$ cat src/rtl/rmq_pkg.sv
`timescale 1ns / 1ps

package rmq_pkg;

    // Field format of the matrix and quaternion ports.
    localparam int DATA_WIDTH  = 32;
    localparam int FRAC_BITS   = 30;

    // Internal widths.
    localparam int TW          = 35;               // trace, scale radicand source, direction
    localparam int UW          = 32;               // |v| >> 2
    localparam int RAD_W       = 64;               // square root radicand
    localparam int ROOT_W      = 32;               // square root result
    localparam int REM_W       = ROOT_W + 2;       // square root partial remainder
    localparam int SQRT_STAGES = ROOT_W;           // one root bit per stage
    localparam int SW          = ROOT_W + 1;       // s = 2 * root
    localparam int QW          = 31;               // quotient bits, result never exceeds 2^30
    localparam int DIV_STAGES  = QW;               // one quotient bit per stage
    localparam int LANES       = 4;

    // Configuration.
    localparam int EPS_W       = 16;
    localparam int PROD_W      = EPS_W + SW;
    localparam logic [EPS_W-1:0] EPS_RESET = 16'd1074;
    localparam int APB_AW      = 3;
    localparam int APB_DW      = 32;
    localparam logic REG_IDX_EPSILON = 1'b0;

    // Request queue between the front and back parts.
    localparam int FIFO_DEPTH  = 4;
    localparam int FIFO_AW     = 2;
    localparam int FIFO_CW     = FIFO_AW + 1;

    localparam logic signed [DATA_WIDTH-1:0] ONE_OUT = 32'sh4000_0000;
    localparam logic signed [TW-1:0]         ONE_Q30 = 35'sh0_4000_0000;

    typedef struct packed {
        logic signed [DATA_WIDTH-1:0] m00;
        logic signed [DATA_WIDTH-1:0] m01;
        logic signed [DATA_WIDTH-1:0] m02;
        logic signed [DATA_WIDTH-1:0] m10;
        logic signed [DATA_WIDTH-1:0] m11;
        logic signed [DATA_WIDTH-1:0] m12;
        logic signed [DATA_WIDTH-1:0] m20;
        logic signed [DATA_WIDTH-1:0] m21;
        logic signed [DATA_WIDTH-1:0] m22;
    } rmq_in_t;

    typedef struct packed {
        logic signed [DATA_WIDTH-1:0] quat_w;
        logic signed [DATA_WIDTH-1:0] quat_x;
        logic signed [DATA_WIDTH-1:0] quat_y;
        logic signed [DATA_WIDTH-1:0] quat_z;
    } rmq_out_t;

    typedef enum logic [3:0] {
        BR_W = 4'b0001,
        BR_X = 4'b0010,
        BR_Y = 4'b0100,
        BR_Z = 4'b1000
    } rmq_branch_t;

    // Classified request passed from the front part to the back part.
    typedef struct packed {
        logic [LANES-1:0]         neg;
        logic [LANES-1:0][UW-1:0] u;
        logic [RAD_W-1:0]         rad;
    } rmq_work_t;

    typedef struct packed {
        logic [LANES-1:0]         neg;
        logic [LANES-1:0][UW-1:0] u;
    } rmq_side_t;

    typedef struct packed {
        logic             deg_s;
        logic             deg_m;
        logic [LANES-1:0] neg;
    } rmq_flag_t;

    typedef struct packed {
        logic almost_full;
        logic empty;
    } rmq_fifo_stat_t;

endpackage

$ cat src/rtl/rmq_front.sv
`timescale 1ns / 1ps

module rmq_front import rmq_pkg::*;
(
    input  logic      clk,
    input  logic      rst_n,
    input  logic      accept,
    input  rmq_in_t   matrix,
    output logic      push,
    output rmq_work_t item
);

    logic signed [TW-1:0] a00, a01, a02, a10, a11, a12, a20, a21, a22;
    logic signed [TW-1:0] tr, t;
    logic signed [TW-1:0] v [LANES];
    logic [TW-1:0]        absv [LANES];
    rmq_branch_t          branch;
    rmq_work_t            item_next;
    logic                 push_reg;
    rmq_work_t            item_reg;

    always_comb
    begin
        a00 = TW'(matrix.m00);
        a01 = TW'(matrix.m01);
        a02 = TW'(matrix.m02);
        a10 = TW'(matrix.m10);
        a11 = TW'(matrix.m11);
        a12 = TW'(matrix.m12);
        a20 = TW'(matrix.m20);
        a21 = TW'(matrix.m21);
        a22 = TW'(matrix.m22);
        tr  = a00 + a11 + a22;

        if (tr > 0)
            branch = BR_W;
        else if (a00 > a11 && a00 > a22)
            branch = BR_X;
        else if (a11 > a22)
            branch = BR_Y;
        else
            branch = BR_Z;

        case (branch)
            BR_W:
            begin
                t    = tr + ONE_Q30;
                v[0] = t;
                v[1] = a21 - a12;
                v[2] = a02 - a20;
                v[3] = a10 - a01;
            end
            BR_X:
            begin
                t    = ONE_Q30 + a00 - a11 - a22;
                v[0] = a21 - a12;
                v[1] = t;
                v[2] = a01 + a10;
                v[3] = a02 + a20;
            end
            BR_Y:
            begin
                t    = ONE_Q30 + a11 - a00 - a22;
                v[0] = a02 - a20;
                v[1] = a01 + a10;
                v[2] = t;
                v[3] = a12 + a21;
            end
            default:
            begin
                t    = ONE_Q30 + a22 - a00 - a11;
                v[0] = a10 - a01;
                v[1] = a02 + a20;
                v[2] = a12 + a21;
                v[3] = t;
            end
        endcase

        // A radicand that is zero or negative gives a zero scale.
        item_next.rad = (t > 0) ? {t[RAD_W-FRAC_BITS-1:0], {FRAC_BITS{1'b0}}} : '0;
        for (int i = 0; i < LANES; i++)
        begin
            absv[i]          = v[i][TW-1] ? -v[i] : v[i];
            item_next.neg[i] = v[i][TW-1];
            item_next.u[i]   = absv[i][UW+1:2];
        end
    end

    always_ff @(posedge clk or negedge rst_n)
    begin
        if (!rst_n)
            push_reg <= 1'b0;
        else
            push_reg <= accept;
    end

    always_ff @(posedge clk)
    begin
        if (accept)
            item_reg <= item_next;
    end

    assign push = push_reg;
    assign item = item_reg;

endmodule

$ cat config.mk
export PLATFORM = sky130hd
export DESIGN_NAME = rmq_front
export DESIGN_NICKNAME = d
export VERILOG_FILES = /design/src/rtl/rmq_pkg.sv /design/src/rtl/rmq_front.sv
export SDC_FILE = /design/constraint.sdc
export NUM_CORES = 2
export LEC_CHECK = 0
export ABC_AREA = 1
export BUFFER_PORTS_ARGS = -buffer_cell sky130_fd_sc_hd__buf_4
export CORE_MARGIN = 2
export CORE_UTILIZATION = 60
export DETAILED_ROUTE_END_ITERATION = 10
export PLACE_DENSITY = 0.9
export SYNTH_ARGS = -nofsm -noshare
export SYNTH_HDL_FRONTEND = slang
export SYNTH_SLANG_ARGS = --single-unit
$ cat constraint.sdc
create_clock -name clk -period 0.8 [get_ports clk]
set_input_delay 0 -clock clk [delete_from_list [all_inputs] [get_ports clk]]
set_output_delay 0 -clock clk [all_outputs]
set_load 0.01 [all_outputs]
==> results of run 1 <==
-- kinds of logic after synthesis --
| logic type | after synthesis | synth area share |
|---|---|---|
| AND/OR/NAND/NOR | 3377 | 0.341 |
| AO/OA/AOI/OAI | 867 | 0.116 |
| flip-flops | 167 | 0.119 |
| adder cells (fa/ha/maj) | 742 | 0.246 |
| buffers and inverters | 1217 | 0.117 |
| other | 1 | 0.0000892 |
| XOR/XNOR | 294 | 0.0613 |
-- synthesized netlist by cell type (4+ instances only) --
cell type and count:
nand2_1 1595, inv_1 1026, nor2_1 812, nand3_1 627, ha_1 604, a21oi_1 403, o21ai_0 245, xor2_1 223
edfxtp_1 166, fa_1 138, nand4_1 86, clkbuf_1 82, nor3_1 73, xnor2_1 71, nor2_2 57, nand3b_1 55
buf_4 47, o21bai_1 40, a21o_1 39, buf_2 37, a31oi_1 23, a21boi_0 22, nor4_1 22, or2_2 18
buf_6 16, o211ai_1 16, o21ai_1 16, a221oi_1 13, o21a_1 13, a211oi_1 8, and2_1 8, inv_2 6
o31ai_1 6, nand2_2 5, and3_1 4, o221ai_1 4
-- timing repair --
item	4_1_cts
endpoints found under the hold margin	2
setup buffers	115
setup endpoints to repair	333
cloned	18
gates resized for setup	592
pin swaps	139
hold buffers	3
-- through the flow --
step | cells | setup WS [ps] | utilization | TNS, ps | area (µm²)
after global placement | 9708 | -4930 | 0.863 | -784800 | 60100
after detailed placement | 9708 | -5690 | 0.863 | -897040 | 60100
after CTS | 9874 | -4790 | 0.925 | -815470 | 64400
after floorplan | 6694 | -3930 | - | -632170 | 42800
-- routing by layer --
| metal | overflow | GRT usage |
|---|---|---|
| met1 | 818 | 0.967 |
| met2 | 5541 | 1.37 |
| met3 | 621 | 0.949 |
| met4 | 1442 | 1.17 |
| met5 | 72 | 0.904 |
==> flow_metrics.tcl, run 1 <==
set metrics [dict create \
    numCtsBuffers 17 \
    gr-total-overflow 8494 \
    io_buffers 457 \
    ioPinCount 488 \
    dieWidth_um 269 \
    start_util 0.603 \
    synth_top_cell_area_share 0.180 \
    error_message "[ERROR GRT-0116] Global routing finished with congestion. Check the congestion regions in the DRC Viewer." \
    synthCells 6665 \
    grt_max_degree 48 \
    flow.stopped_at "global routing" \
    hpwlAfterDp_um 206000 \
    clk_path_buf_depth 2 \
    ys_seq_area_frac 0.119 \
    yosys_warnings 0 \
    grt_util_all_layers 1.10 \
    htreeDepth 4 \
    die_height_um 269 \
    syn_area_mm2 0.0420 \
    rows 97 \
    clockRootBuffer "clkbuf_16" \
    grt_pass1_wl_um 589000 \
    clock-sinks 167 \
    avgSynthCellArea_um2 6.31 \
    ys_types 62 \
    async_reset_ff_frac 0.00599 \
    synthFlopType "edfxtp_1" \
    synth_edf_count 166 \
    ys_ff_latch 167 \
    yosys.area.top_type "ha_1" \
    gp_congestion 1.39 \
    synthTopCellsByArea "ha_1, nand2_1, edfxtp_1" \
    outcome "did not finish" \
    grt_pass1_vias 87700 \
]
==> run 2, diff against run 1 <==
- CORE_UTILIZATION: 60 -> 40
- PLACE_DENSITY: 0.9 -> unset
- PLACE_DENSITY_LB_ADDON: unset -> 0.15
==> flow_metrics.tcl, run 2 <==
set metrics [dict create \
    avgSynthCellArea_um2 6.31 \
    ys_ff_latch 167 \
    synth_edf_count 166 \
    ioPinCount 488 \
    layout_commonest_cell "buf_4" \
    cpPeakStageDelay_ps 510 \
    met1Wirelength_um 99600 \
    gr-total-overflow 0 \
    dieWidth_um 328 \
    yosys.area.top_type "ha_1" \
    clock-sinks 167 \
    clockRootBuffer "clkbuf_16" \
    drtIter0Drc 7150 \
    cp-start-kind "input port" \
    synthFlopType "edfxtp_1" \
    min_period_ps 5370 \
    clkTransAtPathRegs_ps 70 \
    syn_area_mm2 0.0420 \
    drt_first_pass_iters 7 \
    synthTopCellsByArea "ha_1, nand2_1, edfxtp_1" \
    powerDensity_mw_per_mm2 3010 \
    violations "setup timing" \
    vdd_drop_max_mv 2.38 \
    final_antenna_net_count 0 \
    worstPathArrival_ps 5630 \
    max_freq_mhz 186 \
    num-nets-final 10400 \
    rsz0062_at_grt "yes" \
    viasPerCell 5.32 \
    area_growth_pct 66.0 \
    layout_setup_ws_ps -4570 \
    cp_slowest_cell "fa_1" \
    synth.most_common_cell "nand2_1" \
    hold_path_class "input port to flop" \
    max_cap_violations 0 \
    end_kind "flop" \
    required_ps 1060 \
    path_max_fanout 9 \
    worstMarginPinSlew_ps 1140 \
    final_cell_mix "buf_4, nand2_1, inv_1, ha_1, nor2_1" \
    seqCellArea_mm2 0.00501 \
    core_area_mm2 0.104 \
    yosys_warnings 0 \
    die_height_um 328 \
    critical_path_class "input port to flop" \
    outcome "finished, violations left" \
    leakagePower_uw 0.0376 \
    antenna_found_initial 5 \
    synthCells 6665 \
    vias 57100 \
    wl_met2_um 100000 \
    total_power_uw 210000 \
    drive_gt1_frac 0.389 \
    worstHoldEndpoint "item[150]" \
    slew_violations 0 \
    clk_path_buf_depth 2 \
    ys_seq_area_frac 0.119 \
    routed.top_layer "met5" \
    fillers 9302 \
    setup_viol 377 \
    hpwlAfterDp_um 208000 \
    dieArea_mm2 0.108 \
    fin_crit_sh 6.71 \
    tns_ps -785700 \
    start_util 0.404 \
    htreeDepth 4 \
    drt-total-wl_um 240000 \
    timing.slew.headroom 0.238 \
    min_path_cells 2 \
    grt_max_degree 49 \
    io_buffers 457 \
    cts_tree "done" \
    wl_per_cell_um 22.4 \
    synth.top_cells.by_count "nand2_1, inv_1, nor2_1" \
    ys_types 62 \
    timing.critical_path.mode_cell "nand2_2" \
    grt_util_all_layers 0.428 \
    dr_wl_met3_um 27900 \
    largest_register_ffs 166 \
    multi_input_area_mm2 0.0359 \
    rows 118 \
    hp-start "accept" \
    async_reset_ff_frac 0.00599 \
    numCtsBuffers 17 \
    synth_top_cell_area_share 0.180 \
    gp_congestion 1.16 \
    grt_pass1_wl_um 341000 \
    route.detailed.drc 0 \
    hold_viol 0 \
    grt_pass1_vias 53800 \
]
## run 2: cell counts after synthesis
No cell type changed its count.
## run 2: cell type report
| class | count | share of cell area |
|---|---|---|
| diodes | 2 | 0.0000717 |
| clock buffers | 17 | 0.00610 |
| clock inverters | 15 | 0.00276 |
| inverters | 1034 | 0.0565 |
| multi-input cells | 5311 | 0.515 |
| flip-flops and latches | 167 | 0.0718 |
| well taps | 1380 | 0.0247 |
| repair buffers | 2806 | 0.324 |
## run 2: stage by stage
stage | hold WS, ps | instance area (µm²) | utilization | setup slack, ps | std cells
2_1_floorplan | -296 | 42800 | - | -3930 | 6694
3_3_place_gp | -224 | 63900 | 0.615 | -5230 | 10500
3_5_place_dp | -223 | 63900 | 0.615 | -5310 | 10500
4_1_cts | 0.359 | 67700 | 0.652 | -4370 | 10700
5_1_grt | 11.7 | 69800 | 0.671 | -4780 | 10700
6_report | 3.70 | 69800 | 0.671 | -4570 | 10700
## run 2: logic make-up after synthesis
logic type	synth area share
AND/OR/NAND/NOR	0.341
AO/OA/AOI/OAI	0.116
buffers and inverters	0.117
other	0.0000892
adder cells (fa/ha/maj)	0.246
flip-flops	0.119
XOR/XNOR	0.0613
## run 2: worst max path at each step
stage,end,depth (start not counted),from
after global routing,item[154],45,matrix[129]
after detailed placement,item[61],41,matrix[19]
after CTS,item[187],46,matrix[257]
after floorplan,item[186],44,matrix[3]
final,item[179],43,matrix[129]
after global placement,item[168],44,matrix[271]
## run 2: layer usage
metal | vias to the layer above | track usage
li1 | 26700 | -
met1 | 26500 | 0.585
met2 | 3294 | 0.650
met3 | 557 | 0.0920
met4 | 6 | 0.178
met5 | - | 0
## run 2: power breakdown
part	total, µW	leakage [µW]	internal [µW]	switching [µW]
logic	181000	0.0357	78400	103000
clock network	9580	0.000300	5000	4590
registers	19100	0.00163	16900	2220
total	210000	0.0376	100000	110000
## run 2: worst max-delay path, delay by kind of cell
kind / cells / cell delay, ps
AO/OA/AOI/OAI: 1 / 160
AND/OR/NAND/NOR: 28 / 2960
buffers and inverters: 8 / 870
adder cells (fa/ha/maj): 4 / 1270
XOR/XNOR: 2 / 340
## run 2: what timing repair did
action / 4_1_cts / 5_1_grt
endpoints found under the hold margin: 4 / 0
resized for setup: 528 / 423
cloned: 13 / 7
hold buffers: 4 / 0
setup endpoints to repair: 333 / 379
setup buffers: 89 / 54
pin swaps: 121 / 166
(Power assumes the default switching activity.)
