### src/rtl/rmq_pkg.sv
`timescale 1ns / 1ps

package rmq_pkg;

    // Field format of the matrix and quaternion ports.
    localparam int DATA_WIDTH  = 32;
    localparam int FRAC_BITS   = 30;

    // Internal widths.
    localparam int TW          = 35;               // trace, scale radicand source, direction
    localparam int UW          = 32;               // |v| >> 2
    localparam int RAD_W       = 64;               // square root radicand
    localparam int ROOT_W      = 32;               // square root result
    localparam int REM_W       = ROOT_W + 2;       // square root partial remainder
    localparam int SQRT_STAGES = ROOT_W;           // one root bit per stage
    localparam int SW          = ROOT_W + 1;       // s = 2 * root
    localparam int QW          = 31;               // quotient bits, result never exceeds 2^30
    localparam int DIV_STAGES  = QW;               // one quotient bit per stage
    localparam int LANES       = 4;

    // Configuration.
    localparam int EPS_W       = 16;
    localparam int PROD_W      = EPS_W + SW;
    localparam logic [EPS_W-1:0] EPS_RESET = 16'd1074;
    localparam int APB_AW      = 3;
    localparam int APB_DW      = 32;
    localparam logic REG_IDX_EPSILON = 1'b0;

    // Request queue between the front and back parts.
    localparam int FIFO_DEPTH  = 4;
    localparam int FIFO_AW     = 2;
    localparam int FIFO_CW     = FIFO_AW + 1;

    localparam logic signed [DATA_WIDTH-1:0] ONE_OUT = 32'sh4000_0000;
    localparam logic signed [TW-1:0]         ONE_Q30 = 35'sh0_4000_0000;

    typedef struct packed {
        logic signed [DATA_WIDTH-1:0] m00;
        logic signed [DATA_WIDTH-1:0] m01;
        logic signed [DATA_WIDTH-1:0] m02;
        logic signed [DATA_WIDTH-1:0] m10;
        logic signed [DATA_WIDTH-1:0] m11;
        logic signed [DATA_WIDTH-1:0] m12;
        logic signed [DATA_WIDTH-1:0] m20;
        logic signed [DATA_WIDTH-1:0] m21;
        logic signed [DATA_WIDTH-1:0] m22;
    } rmq_in_t;

    typedef struct packed {
        logic signed [DATA_WIDTH-1:0] quat_w;
        logic signed [DATA_WIDTH-1:0] quat_x;
        logic signed [DATA_WIDTH-1:0] quat_y;
        logic signed [DATA_WIDTH-1:0] quat_z;
    } rmq_out_t;

    typedef enum logic [3:0] {
        BR_W = 4'b0001,
        BR_X = 4'b0010,
        BR_Y = 4'b0100,
        BR_Z = 4'b1000
    } rmq_branch_t;

    // Classified request passed from the front part to the back part.
    typedef struct packed {
        logic [LANES-1:0]         neg;
        logic [LANES-1:0][UW-1:0] u;
        logic [RAD_W-1:0]         rad;
    } rmq_work_t;

    typedef struct packed {
        logic [LANES-1:0]         neg;
        logic [LANES-1:0][UW-1:0] u;
    } rmq_side_t;

    typedef struct packed {
        logic             deg_s;
        logic             deg_m;
        logic [LANES-1:0] neg;
    } rmq_flag_t;

    typedef struct packed {
        logic almost_full;
        logic empty;
    } rmq_fifo_stat_t;

endpackage

### src/rtl/rmq_fifo.sv
`timescale 1ns / 1ps

module rmq_fifo import rmq_pkg::*;
(
    input  logic           clk,
    input  logic           rst_n,
    input  logic           push,
    input  rmq_work_t      wdata,
    output logic           pop,
    output rmq_work_t      rdata,
    output rmq_fifo_stat_t stat
);

    rmq_work_t          mem_reg [FIFO_DEPTH];
    logic [FIFO_AW-1:0] wr_ptr_reg, rd_ptr_reg;
    logic [FIFO_CW-1:0] count_reg, count_next;

    // The back part never stalls, so the head leaves whenever there is one.
    assign pop   = (count_reg != '0);
    assign rdata = mem_reg[rd_ptr_reg];

    always_comb
    begin
        count_next = count_reg;
        if (push && !pop)
            count_next = count_reg + 1'b1;
        else if (!push && pop)
            count_next = count_reg - 1'b1;
    end

    always_ff @(posedge clk or negedge rst_n)
    begin
        if (!rst_n)
        begin
            wr_ptr_reg <= '0;
            rd_ptr_reg <= '0;
            count_reg  <= '0;
        end
        else
        begin
            if (push)
                wr_ptr_reg <= wr_ptr_reg + 1'b1;
            if (pop)
                rd_ptr_reg <= rd_ptr_reg + 1'b1;
            count_reg <= count_next;
        end
    end

    always_ff @(posedge clk)
    begin
        if (push)
            mem_reg[wr_ptr_reg] <= wdata;
    end

    // Leave room for the request still held in the front register.
    assign stat.almost_full = (count_reg >= FIFO_CW'(FIFO_DEPTH - 1));
    assign stat.empty       = !pop;

endmodule

### config.mk
export PLATFORM = sky130hd
export DESIGN_NAME = rmq_fifo
export DESIGN_NICKNAME = d
export VERILOG_FILES = /design/src/rtl/rmq_pkg.sv /design/src/rtl/rmq_fifo.sv
export SDC_FILE = /design/constraint.sdc
export NUM_CORES = 1
export LEC_CHECK = 0
export BUFFER_PORTS_ARGS = -buffer_cell sky130_fd_sc_hd__buf_2
export CAP_MARGIN = 20
export CORE_ASPECT_RATIO = 1.25
export CORE_MARGIN = 2
export CORE_UTILIZATION = 45
export CTS_CLUSTER_DIAMETER = 60
export DETAILED_ROUTE_END_ITERATION = 8
export PLACE_DENSITY = 0.73
export SYNTH_ARGS = -nofsm -noshare
export SYNTH_HDL_FRONTEND = slang
export SYNTH_SLANG_ARGS = --single-unit
### constraint.sdc
create_clock -name clk -period 11.8 [get_ports clk]
set_input_delay 0.59 -clock clk [delete_from_list [all_inputs] [get_ports clk]]
set_output_delay 0.59 -clock clk [all_outputs]
set_load 0.02 [all_outputs]
After elaboration in Yosys (flattened, before gate mapping)
Memories as Yosys holds them, arrays and structs flattened.
Index checks and enable logic that the tools add are counted.
{ "classes": {"add_sub_neg": 4, "magnitude_cmp": 1, "mux": 4, "reduce_logical": 6} }
{ "ops": {"columns": ["op", "n"], "rows": [
  ["$mux 3", 2],
  ["$add 2x1->2 const B", 2],
  ["$add 3x1->3 const B", 1],
  ["$ge 3x2->1 const B", 1],
  ["$reduce_bool 3->1", 1],
  ["$sub 3x1->3 const B", 1],
  ["$logic_and 1x1->1", 2],
  ["$logic_not 1->1", 2],
  ["$mux 1", 2],
  ["$reduce_bool 2->1", 1]
]} }
{ "word_totals": {"register_bits": 7, "ram_bits": 784, "inputBits": 199, "output_inout_bits": 199, "elab_cells": 19, "memories": 1} }
{ "mem_list": {"columns": ["name", "depth", "word_bits", "rd", "rd_clocked_by_memory_dff", "wr", "line_no", "rtl"], "rows": [
  ["mem_reg", 4, 196, 1, 0, 1, "rmq_fifo.sv:14", "rmq_work_t mem_reg [FIFO_DEPTH];"]
]} }

Logic depth before layout (Yosys ltp)
Gate-level depths: netlist (run 1).
{ "depth": {"depth_word": 4, "ltp_mapped": 5, "depth_no_buf": 5} }

Least setup slack after synthesis (run 1)
Ideal clock, no wire load.
{ "synth_path": {"path_kind": "flip-flop to flip-flop", "startpoint": "reg wr_ptr_reg[0]", "endpoint": "mem mem_reg[2][0] in the netlist's numbering (enable)", "setup_ns": 0.580, "arrival_time_ns": 5.080, "t_required_ns": 11.220, "setup_slack_ns": 6.140, "stages_incl_launch_ff": 4, "path_buffers": 0, "period_less_slack_ns": 5.660, "path_cell_list": "dfrtp_1 inv_1 ha_1 and2_1"} }
{ "synth_rtl": {"columns": ["item", "line_no", "rtl"], "rows": [
  ["start, declared", "rmq_fifo.sv:15", "logic [FIFO_AW-1:0] wr_ptr_reg, rd_ptr_reg;"],
  ["start signal, assigned", "rmq_fifo.sv:42", "wr_ptr_reg <= wr_ptr_reg + 1'b1;"],
  ["end, declared", "rmq_fifo.sv:14", null]
]} }
No word-level cell before the write port.

==> results of run 1 <==
==> per-stage QoR <==
stage	setup WS (ns)	area (sq um)
after floorplan	6.14	28600
after global placement	8.10	31500
after detailed placement	8.06	31500
after CTS	7.40	34100
after global routing	7.21	34200
final	7.56	34200
==> cell usage after synthesis, drive strengths merged <==
cell / instances
a21o: 2
or3: 1
xor2: 3
buf: 38
edfxtp: 784
and2: 4
mux4: 196
xnor2: 4
nand2: 2
clkbuf: 6
inv: 3
nor3: 1
ha: 5
o21ai: 2
nor2: 1
dfrtp: 7
==> where the power goes <==
| part | internal [mW] | total, mW | switching (mW) |
|---|---|---|---|
| logic | 1.09 | 2.77 | 1.68 |
| clock network | 1.43 | 2.47 | 1.03 |
| registers | 3.68 | 3.85 | 0.174 |
| total | 6.20 | 9.09 | 2.88 |
==> per-layer routing <==
layer	share of wire (%)	up-vias	track usage, %
met4	2.6	10	6.92
met3	7.0	97	4.67
met5	0.11	-	0
met1	39	6831	22.1
met2	51	422	29.3
li1	-	5528	-
==> area by class of cell <==
| type | count | area [sq um] | area share [%] |
|---|---|---|---|
| inverter | 3 | 11.3 | 0.0329 |
| clock buffer | 90 | 2050 | 5.98 |
| tap | 840 | 1050 | 3.07 |
| timing repair buffer | 417 | 2190 | 6.41 |
| sequential | 791 | 23700 | 69.3 |
| antenna | 12 | 30.0 | 0.0878 |
| multi-input combinational | 221 | 4620 | 13.5 |
| clock inverter | 50 | 542 | 1.58 |
==> critical path, stage by stage, from the launching register on <==
cell and delay, ns:
dfrtp_4 0.72, buf_4 0.67, buf_4 0.77, mux4_2 0.61
buf_2 0.18
==> path summary, 6_finish.rpt <==
check	slack, ns	end	start
worst max-delay path	7.56	rdata[68]	rd_ptr_reg[0]
worst min-delay path	0.18	mem_reg[2][90]	wdata[90]
worst max register to register	8.62	mem_reg[1][19]	wr_ptr_reg[1]
worst min register to register	0.53	count_reg[2]	count_reg[2]
max in group asynchronous	11.26	rd_ptr_reg[1]	rst_n
min in group asynchronous	0.35	rd_ptr_reg[0]	rst_n
==> cell families after synthesis <==
logic type	share of synthesized area [%]
AOI/OAI and AO/OA	0.0873
and+or+nand+nor	0.166
buffers and inverters	1.11
DFF	82.8
muxes	15.4
xor gates and xnor gates	0.214
adders and majority gates	0.218
==> flow_summary.json, run 1 <==
{
  "worst_slew_pin_slew_ns": 1.36,
  "rsz0062_at_grt": "false",
  "syn-cell-area_sq_um": 28600,
  "drtIter0Drc": 794,
  "holdPathStages": 1,
  "antenna_found_initial": 16,
  "hold_class": "in2reg",
  "drc": 0,
  "largest_reg_flops": 784,
  "htreeDepth": 3,
  "grt_max_degree": 149,
  "synth.avg_cell_area_sq_um": 27.1,
  "ant_nets": 0,
  "grt_pass1_vias": 14000,
  "setup_viol": 0,
  "ctsRootBufferMaster": "clkbuf_16",
  "cts_setup_buffers": 0,
  "gp_congestion": 0.775,
  "ys_seq_elements": 791,
  "num-fill-cells": 4655,
  "grt_first_pass_wirelength_mm": 86.2,
  "grt_use_total_pct": 17.6,
  "crit_path_max_fanout": 42,
  "die_height_microns": 286,
  "startpoint_type": "flip-flop",
  "rows": 103,
  "synthTopCellsByArea": "edfxtp_1 82%, mux4_2 15%, dfrtp_1 0.61%",
  "power_density_nw_per_um2": 266,
  "seq_area_frac_synth_pct": 82.8,
  "routed_wl_mm": 57.4,
  "cp.required_ns": 11.21,
  "insertion_delay_ns": 0.61,
  "finalSetupTns_ns": 0,
  "synth_cell_types": 17,
  "postSynthNetCount": 1263,
  "outcome": "complete, no violations",
  "ios": 398,
  "drt-pass1-iter-count": 5,
  "hpwl_mm": 34.7,
  "cts_sinks": 791,
  "peakVddDrop_v": 0.000542,
  "hold_viol": 0,
  "maxCapViolations": 0,
  "portBuffers": 397,
  "layout_common_cells": "784 x edfxtp_1, 397 x buf_2, 196 x mux4_2",
  "area_growth_pct": 19.5,
  "cts_tree": "built",
  "cts_made_buffers": 77,
  "final_common_cell": "edfxtp_1",
  "path_class": "reg2out",
  "nNetsFinal": 1715,
  "max_slew_margin_pct": 9.56,
  "slew_violations": 0,
  "cts_buffer_depth": 3,
  "syn_inst": 1059,
  "viasPerCell": 5.32,
  "period_share_pct": 35.9,
  "utilization_pct": 54.3,
  "cts_hold_buf": 1,
  "cts_resized": 0,
  "post-route-min-period_ns": 4.24,
  "cp.arrival_ns": 3.65,
  "drive_gt1_share_pct": 47.1,
  "vias": 12900,
  "start_util_pct": 45.5,
  "overflow": 0,
  "core_sq_um": 63000,
  "dp_cells": 2269,
  "report.power.total_mw": 9.09,
  "hold_slack_ns": 0.184,
  "r2r.worst_path.cells": 5,
  "die_w_microns": 230,
  "yosys.area.top_type_share_pct": 82.2,
  "finClkSkew_ns": 0.0111,
  "p_leak_nw": 11.6,
  "fin_cells": 2424,
  "fmax_ghz": 0.236,
  "yosysWarnings": 0,
  "post_drt_wl_per_cell_microns": 23.7,
  "crit_path_end_kind": "output pin",
  "yosysTopAreaCell": "edfxtp_1",
  "clk_pin_slew_ns": 0.06,
  "dieArea_sq_um": 65700
}
(Power assumes the default switching activity.)
==> inputs of run 2 (changes only) <==
clock period = 4 ns   (was 11.8 ns; I/O delays follow)
==> flow_summary.json, run 2 (same netlist as run 1, synthesis figures left out) <==
{
  "vias": 13900,
  "path_class": "reg2out",
  "drt-pass1-iter-count": 5,
  "insertion_delay_ns": 0.60,
  "cts_resized": 0,
  "power_density_nw_per_um2": 740,
  "min_from": "wdata[36]",
  "drc": 0,
  "r2r-end": "mem_reg[1][147]",
  "die_w_microns": 230,
  "portBuffers": 397,
  "rrSetupSlack_ns": 1.72,
  "report.power.total_mw": 26.8,
  "num-fill-cells": 4434,
  "cts_sinks": 791,
  "period_share_pct": 73.9,
  "switchingPower_mw": 8.54,
  "worst_slew_pin_slew_ns": 1.06,
  "power_switching_share_pct": 31.8,
  "ctsRootBufferMaster": "clkbuf_16",
  "grt_use_total_pct": 18.5,
  "hpwl_mm": 36.2,
  "post_drt_wl_per_cell_microns": 23.2,
  "grt_max_degree": 85,
  "crit_chain": "buf_4, mux4_2, buf_2",
  "cp.required_ns": 3.80,
  "cts_made_buffers": 78,
  "cp.arrival_ns": 2.76,
  "r2r_start": "wr_ptr_reg[1]",
  "cts_tree": "built",
  "hold_class": "in2reg",
  "post-route-min-period_ns": 2.96,
  "clockPowerShare_pct": 25.8,
  "slew_violations": 0,
  "nNetsFinal": 1930,
  "grt_first_pass_wirelength_mm": 91.7,
  "gp_congestion": 0.752,
  "finalSetupTns_ns": 0,
  "largest_reg_flops": 784,
  "hold_viol": 0,
  "max_slew_margin_pct": 29.6,
  "startpoint_type": "flip-flop",
  "pwr-share-seq_pct": 42.2,
  "maxCapViolations": 0,
  "cpMaxStageDelayCell": "dfrtp_4",
  "die_height_microns": 286,
  "viasPerCell": 5.28,
  "p_leak_nw": 12.4,
  "ios": 398,
  "r2r.worst_path.cells": 4,
  "final_common_cell": "edfxtp_1",
  "critPathMaxStageDelay_ns": 0.96,
  "rsz0062_at_grt": "false",
  "cts_buffer_depth": 3,
  "core_sq_um": 63000,
  "dieArea_sq_um": 65700,
  "drive_gt1_share_pct": 41.4,
  "area_growth_pct": 26.6,
  "clk_pin_slew_ns": 0.06,
  "critPathLaunch": "rd_ptr_reg[0]",
  "overflow": 0,
  "finClkSkew_ns": 0.0166,
  "start_util_pct": 45.5,
  "routed_wl_mm": 60.9,
  "comb_power_share_pct": 32.0,
  "holdPathStages": 2,
  "crit_path_end_kind": "output pin",
  "htreeDepth": 3,
  "min_to": "mem_reg[0][36]",
  "ant_nets": 0,
  "grt_pass1_vias": 15100,
  "antenna_found_initial": 9,
  "outcome": "complete, no violations",
  "rows": 103,
  "p_int_mw": 18.3,
  "drtIter0Drc": 868,
  "layout_common_cells": "784 x edfxtp_1, 397 x buf_2, 199 x dlygate4sd3_1",
  "fmax_ghz": 0.338,
  "peakVddDrop_v": 0.000644,
  "crit_path_max_fanout": 35,
  "setup_viol": 0
}
-- run 2: cell types whose count changed in the layout (fill, tap and decap cells not counted), sizes merged --
| cell | change |
|---|---|
| dlygate4sd3 | +198 |
| buf | +16 |
| clkinv | -7 |
| diode | -6 |
| clkbuf | +5 |
| bufinv | -3 |
| clkinvlp | -3 |
-- run 2: worst max-delay path by stage --
stage / to / slack, ns
floorplan: mem_reg[0][0] / 0.54
global placement: rdata[33] / 1.64
detailed placement: rdata[113] / 1.62
CTS: rdata[113] / 0.93
global route: rdata[31] / 0.87
finish: rdata[31] / 1.04
-- run 2: critical path, delay by kind of cell, from the launching register on --
kind,cells,cell delay (ns)
flip-flops,1,0.96
buffers and inverters,2,0.60
multiplexers,1,0.57
-- run 2: repair_timing --
item	4_1_cts	5_1_grt
hold endpoints to repair	793	0
setup endpoints to repair	0	0
setup buffers	0	0
hold buffers	199	0
-- run 2: final cells by class --
cell class / count / area [sq um] / area share [%]
inverters: 3 / 11.3 / 0.0311
diodes: 6 / 15.0 / 0.0414
well taps: 840 / 1050 / 2.90
repair buffers: 631 / 4430 / 12.2
clock inverters: 37 / 368 / 1.01
multi-input cells: 221 / 4620 / 12.7
flip-flops and latches: 791 / 23700 / 65.4
clock buffers: 95 / 2040 / 5.62
-- run 2: power by group through the flow --
stage	combinational, mW	clock (mW)	sequential [mW]
finish	8.58	6.91	11.3
detailed placement	8.55	0	11.5
global placement	8.50	0	11.4
global route	9.10	7.39	11.4
CTS	8.75	7.09	11.3
floorplan	5.81	0	11.3
-- run 2: through the flow --
stage	area (sq um)	hold slack [ns]	cells	utilization, %	worst slack, ns
global placement	31800	0.0493	2287	50.5	1.64
detailed placement	31800	0.0529	2287	50.5	1.62
CTS	36200	0.299	2618	57.5	0.934
global route	36300	0.320	2624	57.5	0.874
floorplan	28700	-0.0956	1059	-	0.537
finish	36300	0.345	2624	57.5	1.04
-- run 2: metal layers --
metal | up-vias | track usage (%) | routed length, microns | part of all wire, %
li1 | 5953 | - | - | -
met5 | - | 0 | 41 | 0.067
met3 | 110 | 4.40 | 3880 | 6.4
met4 | 6 | 6.87 | 1700 | 2.8
met2 | 495 | 31.7 | 31800 | 52
met1 | 7294 | 23.2 | 23400 | 39
